## config.mk

```make
export PLATFORM = sky130hd
export DESIGN_NAME = directed_graph_adjacency_table_top
export DESIGN_NICKNAME = d
export VERILOG_FILES = /design/src/design/dgat_pkg.sv /design/src/design/directed_graph_adjacency_table_top.sv /design/src/design/dgat_ctrl.sv /design/src/design/dgat_dpath.sv
export VERILOG_INCLUDE_DIRS = /design/src /design/src/design
export SDC_FILE = /design/constraint.sdc
export NUM_CORES = 1
export LEC_CHECK = 0
export ABC_CLOCK_PERIOD_IN_PS = 4920
export CORE_UTILIZATION = 50
export DETAILED_ROUTE_END_ITERATION = 8
export DONT_BUFFER_PORTS = 1
export PLACE_DENSITY = 0.69
export SLEW_MARGIN = 30
export SYNTH_ARGS = -nofsm -noshare
export SYNTH_HDL_FRONTEND = slang
export SYNTH_SLANG_ARGS = --single-unit
```

## constraint.sdc

```tcl
create_clock -name clk -period 4.92 [get_ports clk]
set_input_delay 0.246 -clock clk [delete_from_list [all_inputs] [get_ports clk]]
set_output_delay 0.246 -clock clk [all_outputs]
set_load 0.03 [all_outputs]
```

## src/design/directed_graph_adjacency_table_top_defines.svh

```systemverilog
// Assertion macros shared by the graph table modules.
`ifndef DIRECTED_GRAPH_ADJACENCY_TABLE_TOP_DEFINES_SVH
`define DIRECTED_GRAPH_ADJACENCY_TABLE_TOP_DEFINES_SVH

// Property checked on every clock edge outside reset.
`define DGAT_ASSERT(lbl, prop, msg) \
	lbl: assert property (@(posedge clk) disable iff (!arst_n) (prop)) else $error(msg);

// Same-cycle implication checked outside reset.
`define DGAT_ASSERT_IMPL(lbl, ante, cons, msg) \
	lbl: assert property (@(posedge clk) disable iff (!arst_n) (ante) |-> (cons)) \
		else $error(msg);

`endif

```

## src/design/dgat_pkg.sv

```systemverilog
// Types, codes and constants shared by the graph table modules.
`default_nettype none

package dgat_pkg;

	localparam int NODE_SLOTS_DEF = 8;
	localparam int MAX_RESULTS    = 8;
	localparam int CNT_W          = $clog2(MAX_RESULTS + 1);
	localparam int KEY_W          = 8;
	localparam int REQ_W          = 3;
	localparam int STATUS_W       = 3;
	localparam int SLOT_OUT_W     = 3;
	localparam int MASK_OUT_W     = 8;

	typedef enum logic [REQ_W-1:0] {
		REQ_ADD_NODE   = 3'd0,
		REQ_DEL_NODE   = 3'd1,
		REQ_ADD_ARC    = 3'd2,
		REQ_DEL_ARC    = 3'd3,
		REQ_QUERY_ARC  = 3'd4,
		REQ_LIST       = 3'd5,
		REQ_LIST_SINKS = 3'd6
	} req_t;

	typedef enum logic [STATUS_W-1:0] {
		ST_OK        = 3'd0,
		ST_EXISTS    = 3'd1,
		ST_OVERFLOW  = 3'd2,
		ST_NOT_FOUND = 3'd3,
		ST_EMPTY     = 3'd4
	} status_t;

	typedef enum logic [2:0] {
		S_IDLE,
		S_SCAN,
		S_FLUSH,
		S_EXEC,
		S_EXEC2,
		S_LIST_RD,
		S_LIST_EMIT
	} state_t;

	// controller -> datapath
	typedef struct packed {
		logic start;
		logic probe;
		logic idx_clr;
		logic idx_inc;
		logic exec_go;
		logic exec2_go;
		logic emit_go;
		logic empty_go;
	} dp_cmd_t;

	// datapath -> controller
	typedef struct packed {
		logic is_list;
		logic list_empty;
		logic need_b_write;
		logic idx_last;
		logic out_free;
		logic emit_match;
		logic emit_last;
	} dp_sts_t;

endpackage

`default_nettype wire

```

## src/design/directed_graph_adjacency_table_top.sv

```systemverilog
// Directed graph table: key table plus adjacency bit matrix, top level.
//
// Each defined request first scans the key table one slot per cycle through its
// single read port, then executes; an arc add that creates both endpoints
// writes the second key in an extra state. Lists walk the slots up to the
// slot of the last result and wait on output backpressure. Undefined
// request codes are taken and dropped at once. Results leave through a
// one-entry output register, so a new request is taken while a result waits.
`default_nettype none

module directed_graph_adjacency_table_top #(
	parameter int NODE_SLOTS = dgat_pkg::NODE_SLOTS_DEF
) (
	input  logic                              clk,
	input  logic                              arst_n,
	input  logic                              in_valid,
	output logic                              in_stall,
	input  logic [dgat_pkg::REQ_W-1:0]        req_type,
	input  logic [dgat_pkg::KEY_W-1:0]        key_a,
	input  logic [dgat_pkg::KEY_W-1:0]        key_b,
	output logic                              out_valid,
	input  logic                              out_stall,
	output logic [dgat_pkg::STATUS_W-1:0]     status,
	output logic [dgat_pkg::KEY_W-1:0]        node_key,
	output logic [dgat_pkg::SLOT_OUT_W-1:0]   slot_index,
	output logic [dgat_pkg::MASK_OUT_W-1:0]   neighbor_mask,
	output logic                              arc_present,
	output logic                              last
);
	import dgat_pkg::*;

	dp_cmd_t cmd;
	dp_sts_t sts;

	dgat_ctrl u_ctrl (
		.clk      (clk),
		.arst_n   (arst_n),
		.in_valid (in_valid),
		.req_type (req_type),
		.in_stall (in_stall),
		.cmd      (cmd),
		.sts      (sts)
	);

	dgat_dpath #(
		.NODE_SLOTS (NODE_SLOTS)
	) u_dpath (
		.clk           (clk),
		.arst_n        (arst_n),
		.cmd           (cmd),
		.sts           (sts),
		.req_type      (req_type),
		.key_a         (key_a),
		.key_b         (key_b),
		.out_stall     (out_stall),
		.out_valid     (out_valid),
		.status        (status),
		.node_key      (node_key),
		.slot_index    (slot_index),
		.neighbor_mask (neighbor_mask),
		.arc_present   (arc_present),
		.last          (last)
	);

endmodule

`default_nettype wire

```

## src/design/dgat_ctrl.sv

```systemverilog
// Request sequencer: scan, execute and list walk control.
`default_nettype none
`include "directed_graph_adjacency_table_top_defines.svh"

module dgat_ctrl (
	input  logic                         clk,
	input  logic                         arst_n,
	input  logic                         in_valid,
	input  logic [dgat_pkg::REQ_W-1:0]   req_type,
	output logic                         in_stall,
	output dgat_pkg::dp_cmd_t            cmd,
	input  dgat_pkg::dp_sts_t            sts
);
	import dgat_pkg::*;

	state_t state_q;
	state_t state_nxt;
	logic   req_ok;

	assign req_ok = (req_type <= REQ_LIST_SINKS);

	always_ff @(posedge clk or negedge arst_n) begin
		if (!arst_n) begin
			state_q <= S_IDLE;
		end else begin
			state_q <= state_nxt;
		end
	end

	always_comb begin
		state_nxt = state_q;
		unique case (state_q)
			S_IDLE: begin
				if (in_valid && req_ok) begin
					state_nxt = S_SCAN;
				end
			end
			S_SCAN: begin
				if (sts.idx_last) begin
					state_nxt = S_FLUSH;
				end
			end
			S_FLUSH: begin
				state_nxt = S_EXEC;
			end
			S_EXEC: begin
				if (sts.is_list) begin
					if (!sts.list_empty) begin
						state_nxt = S_LIST_RD;
					end else if (sts.out_free) begin
						state_nxt = S_IDLE;
					end
				end else if (sts.out_free) begin
					state_nxt = sts.need_b_write ? S_EXEC2 : S_IDLE;
				end
			end
			S_EXEC2: begin
				state_nxt = S_IDLE;
			end
			S_LIST_RD: begin
				state_nxt = S_LIST_EMIT;
			end
			S_LIST_EMIT: begin
				if (sts.emit_match) begin
					if (sts.out_free) begin
						state_nxt = (sts.emit_last || sts.idx_last) ? S_IDLE : S_LIST_RD;
					end
				end else begin
					state_nxt = sts.idx_last ? S_IDLE : S_LIST_RD;
				end
			end
			default: begin
				state_nxt = S_IDLE;
			end
		endcase
	end

	always_comb begin
		cmd      = '0;
		in_stall = (state_q != S_IDLE);
		unique case (state_q)
			S_IDLE: begin
				cmd.start = in_valid && req_ok;
			end
			S_SCAN: begin
				cmd.probe   = 1'b1;
				cmd.idx_clr = sts.idx_last;
				cmd.idx_inc = !sts.idx_last;
			end
			S_EXEC: begin
				if (sts.is_list) begin
					cmd.empty_go = sts.list_empty && sts.out_free;
				end else begin
					cmd.exec_go = sts.out_free;
				end
			end
			S_EXEC2: begin
				cmd.exec2_go = 1'b1;
			end
			S_LIST_EMIT: begin
				if (sts.emit_match) begin
					cmd.emit_go = sts.out_free;
					cmd.idx_inc = sts.out_free && !sts.emit_last && !sts.idx_last;
				end else begin
					cmd.idx_inc = !sts.idx_last;
				end
			end
			default: begin
				cmd = '0;
			end
		endcase
	end

	`DGAT_ASSERT(a_one_load, $onehot0({cmd.exec_go, cmd.emit_go, cmd.empty_go}), "two result loads")
	`DGAT_ASSERT_IMPL(a_load_free, cmd.exec_go || cmd.emit_go || cmd.empty_go, sts.out_free, "result loaded over a held one")
	`DGAT_ASSERT_IMPL(a_exec2_order, state_q == S_EXEC2, $past(state_q) == S_EXEC, "second key write out of order")

endmodule

`default_nettype wire

```

## src/design/dgat_dpath.sv

```systemverilog
// Key table, used bits, adjacency matrix, scan results and result register.
`default_nettype none
`include "directed_graph_adjacency_table_top_defines.svh"

module dgat_dpath #(
	parameter int NODE_SLOTS = dgat_pkg::NODE_SLOTS_DEF
) (
	input  logic                              clk,
	input  logic                              arst_n,
	input  dgat_pkg::dp_cmd_t                 cmd,
	output dgat_pkg::dp_sts_t                 sts,
	input  logic [dgat_pkg::REQ_W-1:0]        req_type,
	input  logic [dgat_pkg::KEY_W-1:0]        key_a,
	input  logic [dgat_pkg::KEY_W-1:0]        key_b,
	input  logic                              out_stall,
	output logic                              out_valid,
	output logic [dgat_pkg::STATUS_W-1:0]     status,
	output logic [dgat_pkg::KEY_W-1:0]        node_key,
	output logic [dgat_pkg::SLOT_OUT_W-1:0]   slot_index,
	output logic [dgat_pkg::MASK_OUT_W-1:0]   neighbor_mask,
	output logic                              arc_present,
	output logic                              last
);
	import dgat_pkg::*;

	localparam int SLOT_W = $clog2(NODE_SLOTS);

	// request
	req_t              req_q;
	logic [KEY_W-1:0]  ka_q;
	logic [KEY_W-1:0]  kb_q;

	// key table
	logic [KEY_W-1:0]  slot_keys [NODE_SLOTS];
	logic [KEY_W-1:0]  rd_key_q;
	logic              kw_en;
	logic [SLOT_W-1:0] kw_addr;
	logic [KEY_W-1:0]  kw_data;

	logic [NODE_SLOTS-1:0] used_q;
	logic [NODE_SLOTS-1:0] rows_q [NODE_SLOTS];
	logic [NODE_SLOTS-1:0] used_nxt;
	logic [NODE_SLOTS-1:0] rows_nxt [NODE_SLOTS];
	logic [SLOT_W-1:0]     row_addr;
	logic [NODE_SLOTS-1:0] row_rd;

	// scan
	logic [SLOT_W-1:0] idx_q;
	logic [SLOT_W-1:0] slot_s1;
	logic              probe_s1;
	logic              sa_f_q, sb_f_q, fr1_f_q, fr2_f_q;
	logic [SLOT_W-1:0] sa_q, sb_q, fr1_q, fr2_q;
	logic [SLOT_W-1:0] bslot_q;
	logic [CNT_W-1:0]  list_cnt_q;
	logic [CNT_W-1:0]  emit_cnt_q;
	logic              list_match;
	logic              emit_last;

	// execute decode
	logic              arc_exists;
	logic              a_ok, b_ok, create_b;
	logic [SLOT_W-1:0] a_slot, b_slot;
	logic              new_a, new_b, drop_node, del_arc, set_arc;
	status_t           res_status;
	logic [SLOT_W-1:0] res_slot;
	logic              res_present;

	// result register
	logic              out_valid_q;
	status_t           status_q;
	logic [KEY_W-1:0]  node_key_q;
	logic [SLOT_OUT_W-1:0] slot_index_q;
	logic [MASK_OUT_W-1:0] mask_q;
	logic              present_q;
	logic              last_q;
	logic              out_load;
	logic              out_free;
	logic [SLOT_W-1:0] ld_slot;
	logic [SLOT_W+SLOT_OUT_W-1:0]     ld_slot_ext;
	logic [NODE_SLOTS+MASK_OUT_W-1:0] row_ext;

	always_ff @(posedge clk) begin
		if (cmd.start) begin
			req_q <= req_t'(req_type);
			ka_q  <= key_a;
			kb_q  <= key_b;
		end
	end

	always_ff @(posedge clk) begin
		if (kw_en) begin
			slot_keys[kw_addr] <= kw_data;
		end
	end

	always_ff @(posedge clk) begin
		rd_key_q <= slot_keys[idx_q];
		slot_s1  <= idx_q;
	end

	always_ff @(posedge clk or negedge arst_n) begin
		if (!arst_n) begin
			idx_q    <= '0;
			probe_s1 <= 1'b0;
		end else begin
			probe_s1 <= cmd.probe;
			if (cmd.start || cmd.idx_clr) begin
				idx_q <= '0;
			end else if (cmd.idx_inc) begin
				idx_q <= idx_q + SLOT_W'(1);
			end
		end
	end

	assign row_addr   = cmd.exec_go ? sa_q : slot_s1;
	assign row_rd     = rows_q[row_addr];
	assign list_match = used_q[slot_s1] && ((req_q == REQ_LIST) || (row_rd == '0));
	assign emit_last  = (emit_cnt_q + CNT_W'(1)) == list_cnt_q;

	// lowest matching slot for each key, two lowest free slots, list count
	always_ff @(posedge clk or negedge arst_n) begin
		if (!arst_n) begin
			sa_f_q     <= 1'b0;
			sb_f_q     <= 1'b0;
			fr1_f_q    <= 1'b0;
			fr2_f_q    <= 1'b0;
			list_cnt_q <= '0;
			emit_cnt_q <= '0;
		end else if (cmd.start) begin
			sa_f_q     <= 1'b0;
			sb_f_q     <= 1'b0;
			fr1_f_q    <= 1'b0;
			fr2_f_q    <= 1'b0;
			list_cnt_q <= '0;
			emit_cnt_q <= '0;
		end else begin
			if (probe_s1) begin
				if (used_q[slot_s1]) begin
					if (!sa_f_q && rd_key_q == ka_q) begin
						sa_f_q <= 1'b1;
					end
					if (!sb_f_q && rd_key_q == kb_q) begin
						sb_f_q <= 1'b1;
					end
					if (list_match && list_cnt_q != CNT_W'(MAX_RESULTS)) begin
						list_cnt_q <= list_cnt_q + CNT_W'(1);
					end
				end else if (!fr1_f_q) begin
					fr1_f_q <= 1'b1;
				end else if (!fr2_f_q) begin
					fr2_f_q <= 1'b1;
				end
			end
			if (cmd.emit_go) begin
				emit_cnt_q <= emit_cnt_q + CNT_W'(1);
			end
		end
	end

	always_ff @(posedge clk) begin
		if (probe_s1) begin
			if (used_q[slot_s1]) begin
				if (!sa_f_q) begin
					sa_q <= slot_s1;
				end
				if (!sb_f_q) begin
					sb_q <= slot_s1;
				end
			end else if (!fr1_f_q) begin
				fr1_q <= slot_s1;
			end else if (!fr2_f_q) begin
				fr2_q <= slot_s1;
			end
		end
		if (cmd.exec_go) begin
			bslot_q <= b_slot;
		end
	end

	// endpoint resolution for an arc add: a new source takes the first free slot,
	// a new destination the next free one unless it is the same key
	always_comb begin
		arc_exists = sa_f_q && sb_f_q && row_rd[sb_q];
		a_ok       = sa_f_q || fr1_f_q;
		a_slot     = sa_f_q ? sa_q : fr1_q;
		if (sb_f_q) begin
			b_ok     = 1'b1;
			b_slot   = sb_q;
			create_b = 1'b0;
		end else if (ka_q == kb_q) begin
			b_ok     = a_ok;
			b_slot   = a_slot;
			create_b = 1'b0;
		end else if (sa_f_q) begin
			b_ok     = fr1_f_q;
			b_slot   = fr1_q;
			create_b = fr1_f_q;
		end else begin
			b_ok     = fr2_f_q;
			b_slot   = fr2_q;
			create_b = fr2_f_q;
		end
	end

	always_comb begin
		res_status  = ST_OK;
		res_slot    = '0;
		res_present = 1'b0;
		new_a       = 1'b0;
		new_b       = 1'b0;
		drop_node   = 1'b0;
		del_arc     = 1'b0;
		set_arc     = 1'b0;
		unique case (req_q)
			REQ_ADD_NODE: begin
				if (sa_f_q) begin
					res_status = ST_EXISTS;
					res_slot   = sa_q;
				end else if (fr1_f_q) begin
					res_slot = fr1_q;
					new_a    = 1'b1;
				end else begin
					res_status = ST_OVERFLOW;
				end
			end
			REQ_DEL_NODE: begin
				if (sa_f_q) begin
					drop_node = 1'b1;
				end else begin
					res_status = ST_NOT_FOUND;
				end
			end
			REQ_ADD_ARC: begin
				if (arc_exists) begin
					res_status = ST_EXISTS;
					res_slot   = sa_q;
				end else if (!a_ok) begin
					res_status = ST_OVERFLOW;
				end else begin
					new_a    = !sa_f_q;
					res_slot = a_slot;
					if (b_ok) begin
						new_b   = create_b;
						set_arc = 1'b1;
					end else begin
						res_status = ST_OVERFLOW;
					end
				end
			end
			REQ_DEL_ARC: begin
				res_slot = sa_f_q ? sa_q : '0;
				if (arc_exists) begin
					del_arc = 1'b1;
				end else begin
					res_status = ST_NOT_FOUND;
				end
			end
			REQ_QUERY_ARC: begin
				res_slot = sa_f_q ? sa_q : '0;
				if (sa_f_q && sb_f_q) begin
					res_present = row_rd[sb_q];
				end else begin
					res_status = ST_NOT_FOUND;
				end
			end
			default: begin
				res_status = ST_OK;
			end
		endcase
	end

	// one key write per cycle; a second new node is written the cycle after
	always_comb begin
		kw_en   = 1'b0;
		kw_addr = fr1_q;
		kw_data = ka_q;
		if (cmd.exec_go && new_a) begin
			kw_en = 1'b1;
		end else if (cmd.exec_go && new_b) begin
			kw_en   = 1'b1;
			kw_addr = b_slot;
			kw_data = kb_q;
		end else if (cmd.exec2_go) begin
			kw_en   = 1'b1;
			kw_addr = bslot_q;
			kw_data = kb_q;
		end
	end

	// next used bits and matrix rows; a node delete clears its row and column
	always_comb begin
		used_nxt = used_q;
		for (int r = 0; r < NODE_SLOTS; r++) begin
			rows_nxt[r] = rows_q[r];
		end
		if (new_a) begin
			used_nxt[fr1_q] = 1'b1;
			rows_nxt[fr1_q] = '0;
		end
		if (new_b) begin
			used_nxt[b_slot] = 1'b1;
			rows_nxt[b_slot] = '0;
		end
		if (drop_node) begin
			used_nxt[sa_q] = 1'b0;
			for (int r = 0; r < NODE_SLOTS; r++) begin
				rows_nxt[r][sa_q] = 1'b0;
			end
			rows_nxt[sa_q] = '0;
		end
		if (del_arc) begin
			rows_nxt[sa_q][sb_q] = 1'b0;
		end
		if (set_arc) begin
			rows_nxt[a_slot][b_slot] = 1'b1;
		end
	end

	always_ff @(posedge clk or negedge arst_n) begin
		if (!arst_n) begin
			used_q <= '0;
			for (int r = 0; r < NODE_SLOTS; r++) begin
				rows_q[r] <= '0;
			end
		end else if (cmd.exec_go) begin
			used_q <= used_nxt;
			for (int r = 0; r < NODE_SLOTS; r++) begin
				rows_q[r] <= rows_nxt[r];
			end
		end
	end

	// result register
	assign out_free    = !out_valid_q || !out_stall;
	assign out_load    = cmd.exec_go || cmd.emit_go || cmd.empty_go;
	assign ld_slot     = cmd.emit_go ? slot_s1 : (cmd.exec_go ? res_slot : '0);
	assign ld_slot_ext = {{SLOT_OUT_W{1'b0}}, ld_slot};
	assign row_ext     = {{MASK_OUT_W{1'b0}}, row_rd};

	always_ff @(posedge clk or negedge arst_n) begin
		if (!arst_n) begin
			out_valid_q <= 1'b0;
		end else if (out_load) begin
			out_valid_q <= 1'b1;
		end else if (!out_stall) begin
			out_valid_q <= 1'b0;
		end
	end

	always_ff @(posedge clk) begin
		if (out_load) begin
			slot_index_q <= ld_slot_ext[SLOT_OUT_W-1:0];
		end
		if (cmd.exec_go) begin
			status_q   <= res_status;
			node_key_q <= ka_q;
			mask_q     <= '0;
			present_q  <= res_present;
			last_q     <= 1'b1;
		end else if (cmd.emit_go) begin
			status_q   <= ST_OK;
			node_key_q <= rd_key_q;
			mask_q     <= row_ext[MASK_OUT_W-1:0];
			present_q  <= 1'b0;
			last_q     <= emit_last;
		end else if (cmd.empty_go) begin
			status_q   <= ST_EMPTY;
			node_key_q <= '0;
			mask_q     <= '0;
			present_q  <= 1'b0;
			last_q     <= 1'b1;
		end
	end

	assign out_valid     = out_valid_q;
	assign status        = status_q;
	assign node_key      = node_key_q;
	assign slot_index    = slot_index_q;
	assign neighbor_mask = mask_q;
	assign arc_present   = present_q;
	assign last          = last_q;

	assign sts.is_list      = (req_q == REQ_LIST) || (req_q == REQ_LIST_SINKS);
	assign sts.list_empty   = (list_cnt_q == '0);
	assign sts.need_b_write = new_a && new_b;
	assign sts.idx_last     = (idx_q == SLOT_W'(NODE_SLOTS - 1));
	assign sts.out_free     = out_free;
	assign sts.emit_match   = list_match;
	assign sts.emit_last    = emit_last;

	`DGAT_ASSERT_IMPL(a_free_order, fr2_f_q, fr1_f_q && (fr1_q < fr2_q), "free slots out of order")
	`DGAT_ASSERT(a_emit_bound, emit_cnt_q <= list_cnt_q, "more list transfers than matches")
	`DGAT_ASSERT_IMPL(a_found_used, cmd.exec_go && sa_f_q, used_q[sa_q], "found slot not in use")
	`DGAT_ASSERT_IMPL(a_more_ok, out_valid_q && !last_q, status_q == ST_OK, "non-final result with bad status")

endmodule

`default_nettype wire

```

Word level (Yosys, flattened, before mapping):

Memory sizes are Yosys's and may differ from the RTL's. A register that Yosys moved wholly into a read port is not among the register bits.
Index checks and enable logic that the tools add are counted.

* add/sub/neg operators: 3
* multipliers: 0
* div/mod/pow operators: 0
* order comparisons: 19
* eq/ne operators: 25
* shift operators: 0
* muxes and demuxes: 150
* bitwise operators: 31
* reductions and logical operators: 61

Operators by type and width (number)
* $mux 64: 5
* $and 64x64->64: 4
* $not 64->64: 4
* $mux 8: 17
* $demux 8 s3: 5
* $mux 3: 34
* $and 8x8->8: 9
* $mux 1: 65
* $or 64x64->64: 1
* $bmux 8 s3: 1
* $eq 8x8->1: 3
* $mux 4: 6
* $eq 3x3->1 const B: 7
* $logic_and 1x1->1: 21
* $reduce_and 3->1: 7
* $ge 4x4->1 const B: 5
* $lt 3x4->1 const B: 5
* $not 3->4: 5
* $pmux 3 s6: 1
* $reduce_bool 2->1: 9
* $lt 4x1->1 const B: 4
* $or 8x8->8: 2
* $pmux 3 s5: 1
* $demux 1 s3: 4
* other kinds (27): 64

* register bits: 153
* latch bits: 0
* RAM bits: 64
* memory bits (read-only): 0
* input port bits: 23
* output and inout bits: 26
* logic and storage cells: 324
* memories: 1

Memory list
* u_dpath.slot_keys: depth 8, width 8, rd ports 1, clocked after Yosys merged registers in 1, write ports 1, RTL line dgat_dpath.sv:34 `logic [KEY_W-1:0] slot_keys [NODE_SLOTS];`

Depth between registers and ports, before layout:

* word-level depth: 24
* mapped depth: 16
* gate-level depth less buffers: 11

By module:

Synthesis repeated with hierarchy kept, for this count alone.

* cell total of the unflattened synthesis: 1207
* area, all modules: 12423.2 µm²

By module, submodules not included
* dgat_dpath: times used 1, cells each 1158, area each 12060.3 µm², seq. area each 6020.8 µm²
* dgat_ctrl: times used 1, cells each 49, area each 362.8 µm², seq. area each 75.1 µm²

Worst setup path after synthesis:

OpenSTA, ideal clock, no wires.

* kind: register to register
* from: register u_dpath.out_valid_q, in the netlist u_dpath.out_valid
* to: register u_dpath.present_q, in the netlist u_dpath.arc_present, enable pin
* setup time: 0.350 ns
* data arrival time: 3.261 ns
* data required time: 4.570 ns
* slack: 1.308 ns
* cell stages (with the launch flop): 13
* buffers on the path: 3
* period minus slack after synthesis: 3.612 ns
* cells stage by stage: dfrtp_1 > and2_1 > clkbuf_1 > a211o_4 > mux2_4 > buf_2 > or3_1 > a21oi_1 > nor4_1 > o41ai_4 > nand2_1 > clkbuf_1 > nand2_1

* cells in the longest elaborated chain, start to end: 15
* elaborated cells between the ends (all ways): 18
* those cells by class: mux: 10; bitwise: 1; reduce/logical: 7

RTL lines
* start, declared: RTL line dgat_dpath.sv:69 `logic out_valid_q;`
* start signal, assigned: RTL line dgat_dpath.sv:342 `out_valid_q <= 1'b0;`
* start signal, assigned: RTL line dgat_dpath.sv:344 `out_valid_q <= 1'b1;`
* start signal, assigned: RTL line dgat_dpath.sv:346 `out_valid_q <= 1'b0;`
* $logic_not 1->1 (*): RTL line dgat_dpath.sv:334 `assign out_free = !out_valid_q || !out_stall;`
* $logic_or 1x1->1 (*): RTL line dgat_dpath.sv:334
* $mux 1: RTL line dgat_ctrl.sv:91 `if (sts.is_list) begin`
* $mux 1: RTL line dgat_ctrl.sv:81 `unique case (state_q)`
* $mux 3: RTL line dgat_dpath.sv:115 `assign row_addr = cmd.exec_go ? sa_q : slot_s1;`
* $not 3->4 (not written as such): RTL line dgat_dpath.sv:116 `assign row_rd = rows_q[row_addr];`
* $bmux 8 s3: RTL line dgat_dpath.sv:116
* $mux 8 (not written as such) (2 in series): RTL line dgat_dpath.sv:116
* $logic_not 8->1: RTL line dgat_dpath.sv:117 `assign list_match = used_q[slot_s1] && ((req_q == REQ_LIST) || (row_rd == '0));`
* $logic_or 1x1->1: RTL line dgat_dpath.sv:117
* $logic_and 1x1->1: RTL line dgat_dpath.sv:117
* $mux 1: RTL line dgat_ctrl.sv:101 `if (sts.emit_match) begin`
* $mux 1: RTL line dgat_ctrl.sv:81
* $reduce_bool 3->1 (no line) (*)
* end signal, assigned: RTL line dgat_dpath.sv:358 `present_q <= res_present;`
* end, declared: RTL line dgat_dpath.sv:74 `logic present_q;`

Every way passes the cells marked *; elsewhere a longest branch is shown, timed or not. The select of a mux whose other input is x is not followed.
A chain may end at the register's enable or synchronous reset.

Worst setup path after layout:

* from: register u_dpath.req_q[1]
* to: register u_dpath.rows_q[0] (netlist bit)

* cells in the longest elaborated chain, start to end: 24
* elaborated cells between the ends (all ways): 36
* those cells by class: eq/ne: 5; mux: 22; bitwise: 6; reduce/logical: 3

RTL lines
* start, declared: RTL line dgat_dpath.sv:29 `req_t req_q;`
* start signal, assigned: RTL line dgat_dpath.sv:84 `req_q <= req_t'(req_type);`
* $eq 3x3->1: RTL line dgat_dpath.sv:383 `assign sts.is_list = (req_q == REQ_LIST) || (req_q == REQ_LIST_SINKS);`
* $logic_or 1x1->1: RTL line dgat_dpath.sv:383
* $mux 1: RTL line dgat_ctrl.sv:91
* $mux 1: RTL line dgat_ctrl.sv:81
* $mux 3: RTL line dgat_dpath.sv:115
* $not 3->4 (not written as such): RTL line dgat_dpath.sv:116
* $bmux 8 s3: RTL line dgat_dpath.sv:116
* $mux 8 (not written as such) (2 in series): RTL line dgat_dpath.sv:116
* [... 7 more ...]
* $mux 64: RTL line dgat_dpath.sv:300 `if (new_b) begin`
* $and 8x8->8 (no line)
* $and 64x64->64 (no line)
* $mux 64: RTL line dgat_dpath.sv:304 `if (drop_node) begin`
* $and 64x64->64 (no line)
* $mux 64: RTL line dgat_dpath.sv:311 `if (del_arc) begin`
* $or 64x64->64 (no line)
* $mux 64: RTL line dgat_dpath.sv:314 `if (set_arc) begin`
* end signal, assigned by index: RTL line dgat_dpath.sv:328 `rows_q[r] <= rows_nxt[r];`
* end, declared: RTL line dgat_dpath.sv:41 `logic [NODE_SLOTS-1:0] rows_q [NODE_SLOTS];`

Several ways; a longest one is shown, not always the timed one. The select of a mux whose other input is x is not followed.

==> impl_results.md <==
* Status: finished clean
* Critical path class: reg -> reg
* Synth Warn # at 0
* Final setup violation count at 0
* MaxCap Viol Count at 0
* Reg power frac at 0.398
* Logic pwr share at 0.316
* Clk_lat worst skew at approximately 0.53 ns
* TritonCTS Buffers at 26
* Hold Crit Class: in -> reg
* Unrepaired setup endpoints after global routing: no
* Num rows at 57
* Syn nets at approximately 1200
* Port Buffers at 0
* Maximum buffer depth of the clock tree at 3
* Worst slew pin tran at between 0.9 and 1 ns
* Avg WL per Cell at around 25 um
* DRT iter0 DRCs at 1361
* Peak VDD IR at approximately 350 uV
* Drt drc at 0
* DIE AREA at between 20000 and 30000 um2
* Layout cells sized above 1 at 0.1232
* Met1 track demand over resource at 0.4156
* Number of gates resized after cts at 0
* Max Freq at approximately 230 MHz
* Vert. Die Dim at 158.8 um
* CTS tree: built
* Vias in the first global route at around 9600
* I/O pin total at a little under 50
* Sw power at 2.491 mW
* Critical path data arrival time at 4.82 ns
* Number of distinct library cells after synthesis at between 80 and 90
* First-pass GRT wire length at about 57 mm
* Busiest grt layer: met2
* Sequential share of the synthesized area at 0.4960
* Leak Pwr at 5.090 nW
* Clk sink count at ~230
* GRT Resource Usage Total at 0.2956
* Slew Viols, Final at 0
* Via density at roughly 6.7
* Synthesized flop and latch total at between 200 and 250
* Slew headroom at 0.3547
* Met2 Use GR at 0.4575
* Avg Cell Area, Syn at between 10 and 15 um2
* PD cells at 490.6 nW/um2
* Final Hold Vio Count at 0
* CTS H-tree lvls at 1
* Setup crit end kind: flop
* Layout Nets at roughly 1200
* Final min period at roughly 4.4 ns
* Total Wirelength at between 30 and 40 mm
* Syn Inst Count at between 1000 and 1500
* Hpwl dp at 26.28 mm
* Post-synth EDFFs at 113
* Skew final at about 0.015 ns
* Core ar. at roughly 24000 um2
* Routing usage on met3 at 0.06452
* Worst-path fanout max at 30
* Min Hold Slack at 0.09167 ns
* CTS clk-pin slew, worst paths at 0.06 ns
* Largest net degree at the start of global routing at 93
* Clock power share at 0.286
* Area growth syn-to-layout at 10.90%
* Final period utilization at 0.8964
* Ys flop type: edfxtp_1
* Switching share of total power at 0.3725
* Critical path required time at 5.33 ns
* Synthesized cell area at around 12000 um2
* Ant diodes at 0
* CTS Root Cell: clkbuf_16
* Die W at 158.8 um
* Initial core utilization at 0.5069
* DR pass1 iterations at 5
* Post-DRT Antenna Nets at 0
* CP startpoint kind: flop
* Congestion Overflow GR at 0
* Vias at about 10000
* Power Total at about 6.7 mW
* Post-synthesis async set-or-reset flop share at 0.4089
* Routability cong. at ~0.99
* Setup TNS at 0 ns
* Total internal power at roughly 4.2 mW
* Antenna violations before repair at 0
## synth_stat cells, types with 11 or more instances
master | count | area [um2]
a21o_1 | 15 | 112.6
mux2_2 | 21 | 236.5
nor2_1 | 72 | 270.3
and2_1 | 11 | 68.82
nor2b_1 | 13 | 81.33
o221ai_1 | 11 | 96.34
clkbuf_1 | 42 | 157.7
xor2_1 | 13 | 113.9
a21oi_1 | 61 | 305.3
edfxtp_1 | 113 | 3393
nand2_1 | 117 | 439.2
mux2i_1 | 14 | 140.1
a2111oi_0 | 17 | 148.9
a32o_1 | 25 | 250.2
dfrtp_1 | 92 | 2302
nand4_1 | 11 | 68.82
buf_2 | 17 | 85.08
a211oi_1 | 18 | 135.1
a31oi_1 | 20 | 125.1
a22o_1 | 11 | 96.34
or3_1 | 29 | 181.4
mux4_2 | 26 | 585.6
nand3_1 | 51 | 255.2
xnor2_1 | 20 | 175.2
nand2b_1 | 17 | 106.4
nor3_1 | 19 | 95.09
dfxtp_1 | 20 | 400.4
inv_1 | 34 | 127.6
o21ai_0 | 61 | 305.3
and3_1 | 20 | 125.1
nor4_1 | 12 | 75.07
## what timing repair did
item	4_1_cts	5_1_grt
buffers inserted	0	0
hold endpoints to repair	111	0
hold buffers	21	0
## per-layer routing
metal	share of wire	wire, um	vias up
met4	0.032	1208	0
met5	0	0	-
li1	-	-	4386
met2	0.45	16720	606
met1	0.41	15280	4891
met3	0.11	4237	110
## final timing paths
path / start / endpoint / slack (ns) / cells past startpoint
max in group asynchronous: arst_n / u_dpath.idx_q[1]$_DFFE_PN0P_ / 4.17 / 2
worst min-delay path: out_stall / u_ctrl.state_q[1]$_DFFE_PN0P_ / 0.09 / 4
min in group asynchronous: arst_n / u_dpath.rows_q[28]$_DFFE_PN0P_ / 0.31 / 2
worst min register to register: u_dpath.used_q[1]$_DFFE_PN0P_ / u_dpath.used_q[1]$_DFFE_PN0P_ / 0.50 / 1
worst max-delay path: u_dpath.req_q[1]$_DFFE_PP_ / u_dpath.rows_q[0]$_DFFE_PN0P_ / 0.51 / 12
worst max register to register: u_dpath.req_q[1]$_DFFE_PP_ / u_dpath.rows_q[0]$_DFFE_PN0P_ / 0.51 / 12
## cell type report
cell class	count	area [um2]
Timing Repair Buffer	50	445.4
Sequential cell	225	6097
Multi-Input combinational cell	811	5704
Fill cell	2063	10620
Clock buffer	29	661.9
Inverter	35	131.4
Tap cell	324	405.4
Clock inverter	19	185.2
## worst max-delay path, cell delays in order (launching register included)
cell and delay, ns:
edfxtp_1 0.57, xor2_4 0.27, a211o_4 0.43, buf_4 0.26, mux2_4 0.41, a2111oi_0 0.14
o41ai_1 0.44, nand4_1 0.27, a2111oi_4 0.40, buf_4 0.36, and3_1 0.35, nand2_1 0.09
a32o_1 0.28
## per-stage QoR
step           setup WS, ns  instance area [um2]  utilization  cells
6_report             0.5097                13630       0.5621   1493
5_1_grt              0.1567                13630       0.5621   1493
4_1_cts              0.6006                13630       0.5621   1493
3_5_place_dp         0.6502                12550       0.5178   1424
3_3_place_gp         0.6838                12550       0.5178   1424
2_1_floorplan         1.308                12290            -   1146
## power groups by stage
stage	logic [mW]	registers [mW]	clock network, mW
after floorplan	1.61	2.48	0
after global routing	2.26	2.68	2.00
after detailed placement	2.03	2.68	0
after global placement	2.00	2.67	0
final	2.11	2.66	1.91
after CTS	2.08	2.64	1.93
## state kept, by name, indices dropped and copies added, names as in the netlist, 4 cells and up
register / count
u_dpath.used_q: 8
u_dpath.slot_keys: 64
u_dpath.kb_q: 8
u_dpath.node_key: 8
u_dpath.ka_q: 8
u_dpath.emit_cnt_q: 4
u_dpath.rd_key_q: 8
u_dpath.list_cnt_q: 4
u_dpath.rows_q: 64
u_dpath.neighbor_mask: 8
## cell usage in the layout, fill, tap and decap left out, types with 11 or more instances in the layout
| master | count |
|---|---|
| nand2_1 | 117 |
| edfxtp_1 | 113 |
| dfrtp_1 | 91 |
| nor2_1 | 72 |
| a21oi_1 | 61 |
| o21ai_0 | 59 |
| nand3_1 | 51 |
| inv_1 | 33 |
| or3_1 | 29 |
| buf_4 | 29 |
| mux4_2 | 26 |
| clkbuf_16 | 26 |
| a32o_1 | 25 |
| mux2_2 | 21 |
| and3_1 | 20 |
| a31oi_1 | 20 |
| xnor2_1 | 20 |
| dlygate4sd3_1 | 20 |
| dfxtp_1 | 20 |
| nor3_1 | 19 |
| a211oi_1 | 18 |
| nand2b_1 | 17 |
| a2111oi_0 | 17 |
| a21o_1 | 15 |
| mux2i_1 | 14 |
| xor2_1 | 13 |
| nor2b_1 | 13 |
| nor4_1 | 12 |
| and2_1 | 11 |
| a22o_1 | 11 |
| nand4_1 | 11 |
| o221ai_1 | 11 |
## logic make-up (layout without fill, tap and decap cells)
| family | after synthesis | after routing | synth area share |
|---|---|---|---|
| AO/OA/AOI/OAI | 299 | 299 | 0.1731 |
| XOR/XNOR | 34 | 34 | 0.02576 |
| adder cells (fa/ha/maj) | 5 | 5 | 0.005090 |
| buffers and inverters | 110 | 133 | 0.04164 |
| flip-flops | 225 | 225 | 0.4960 |
| multiplexers | 66 | 66 | 0.08561 |
| AND/OR/NAND/NOR | 407 | 407 | 0.1729 |
No activity file was read; power rests on OpenSTA's default activity.
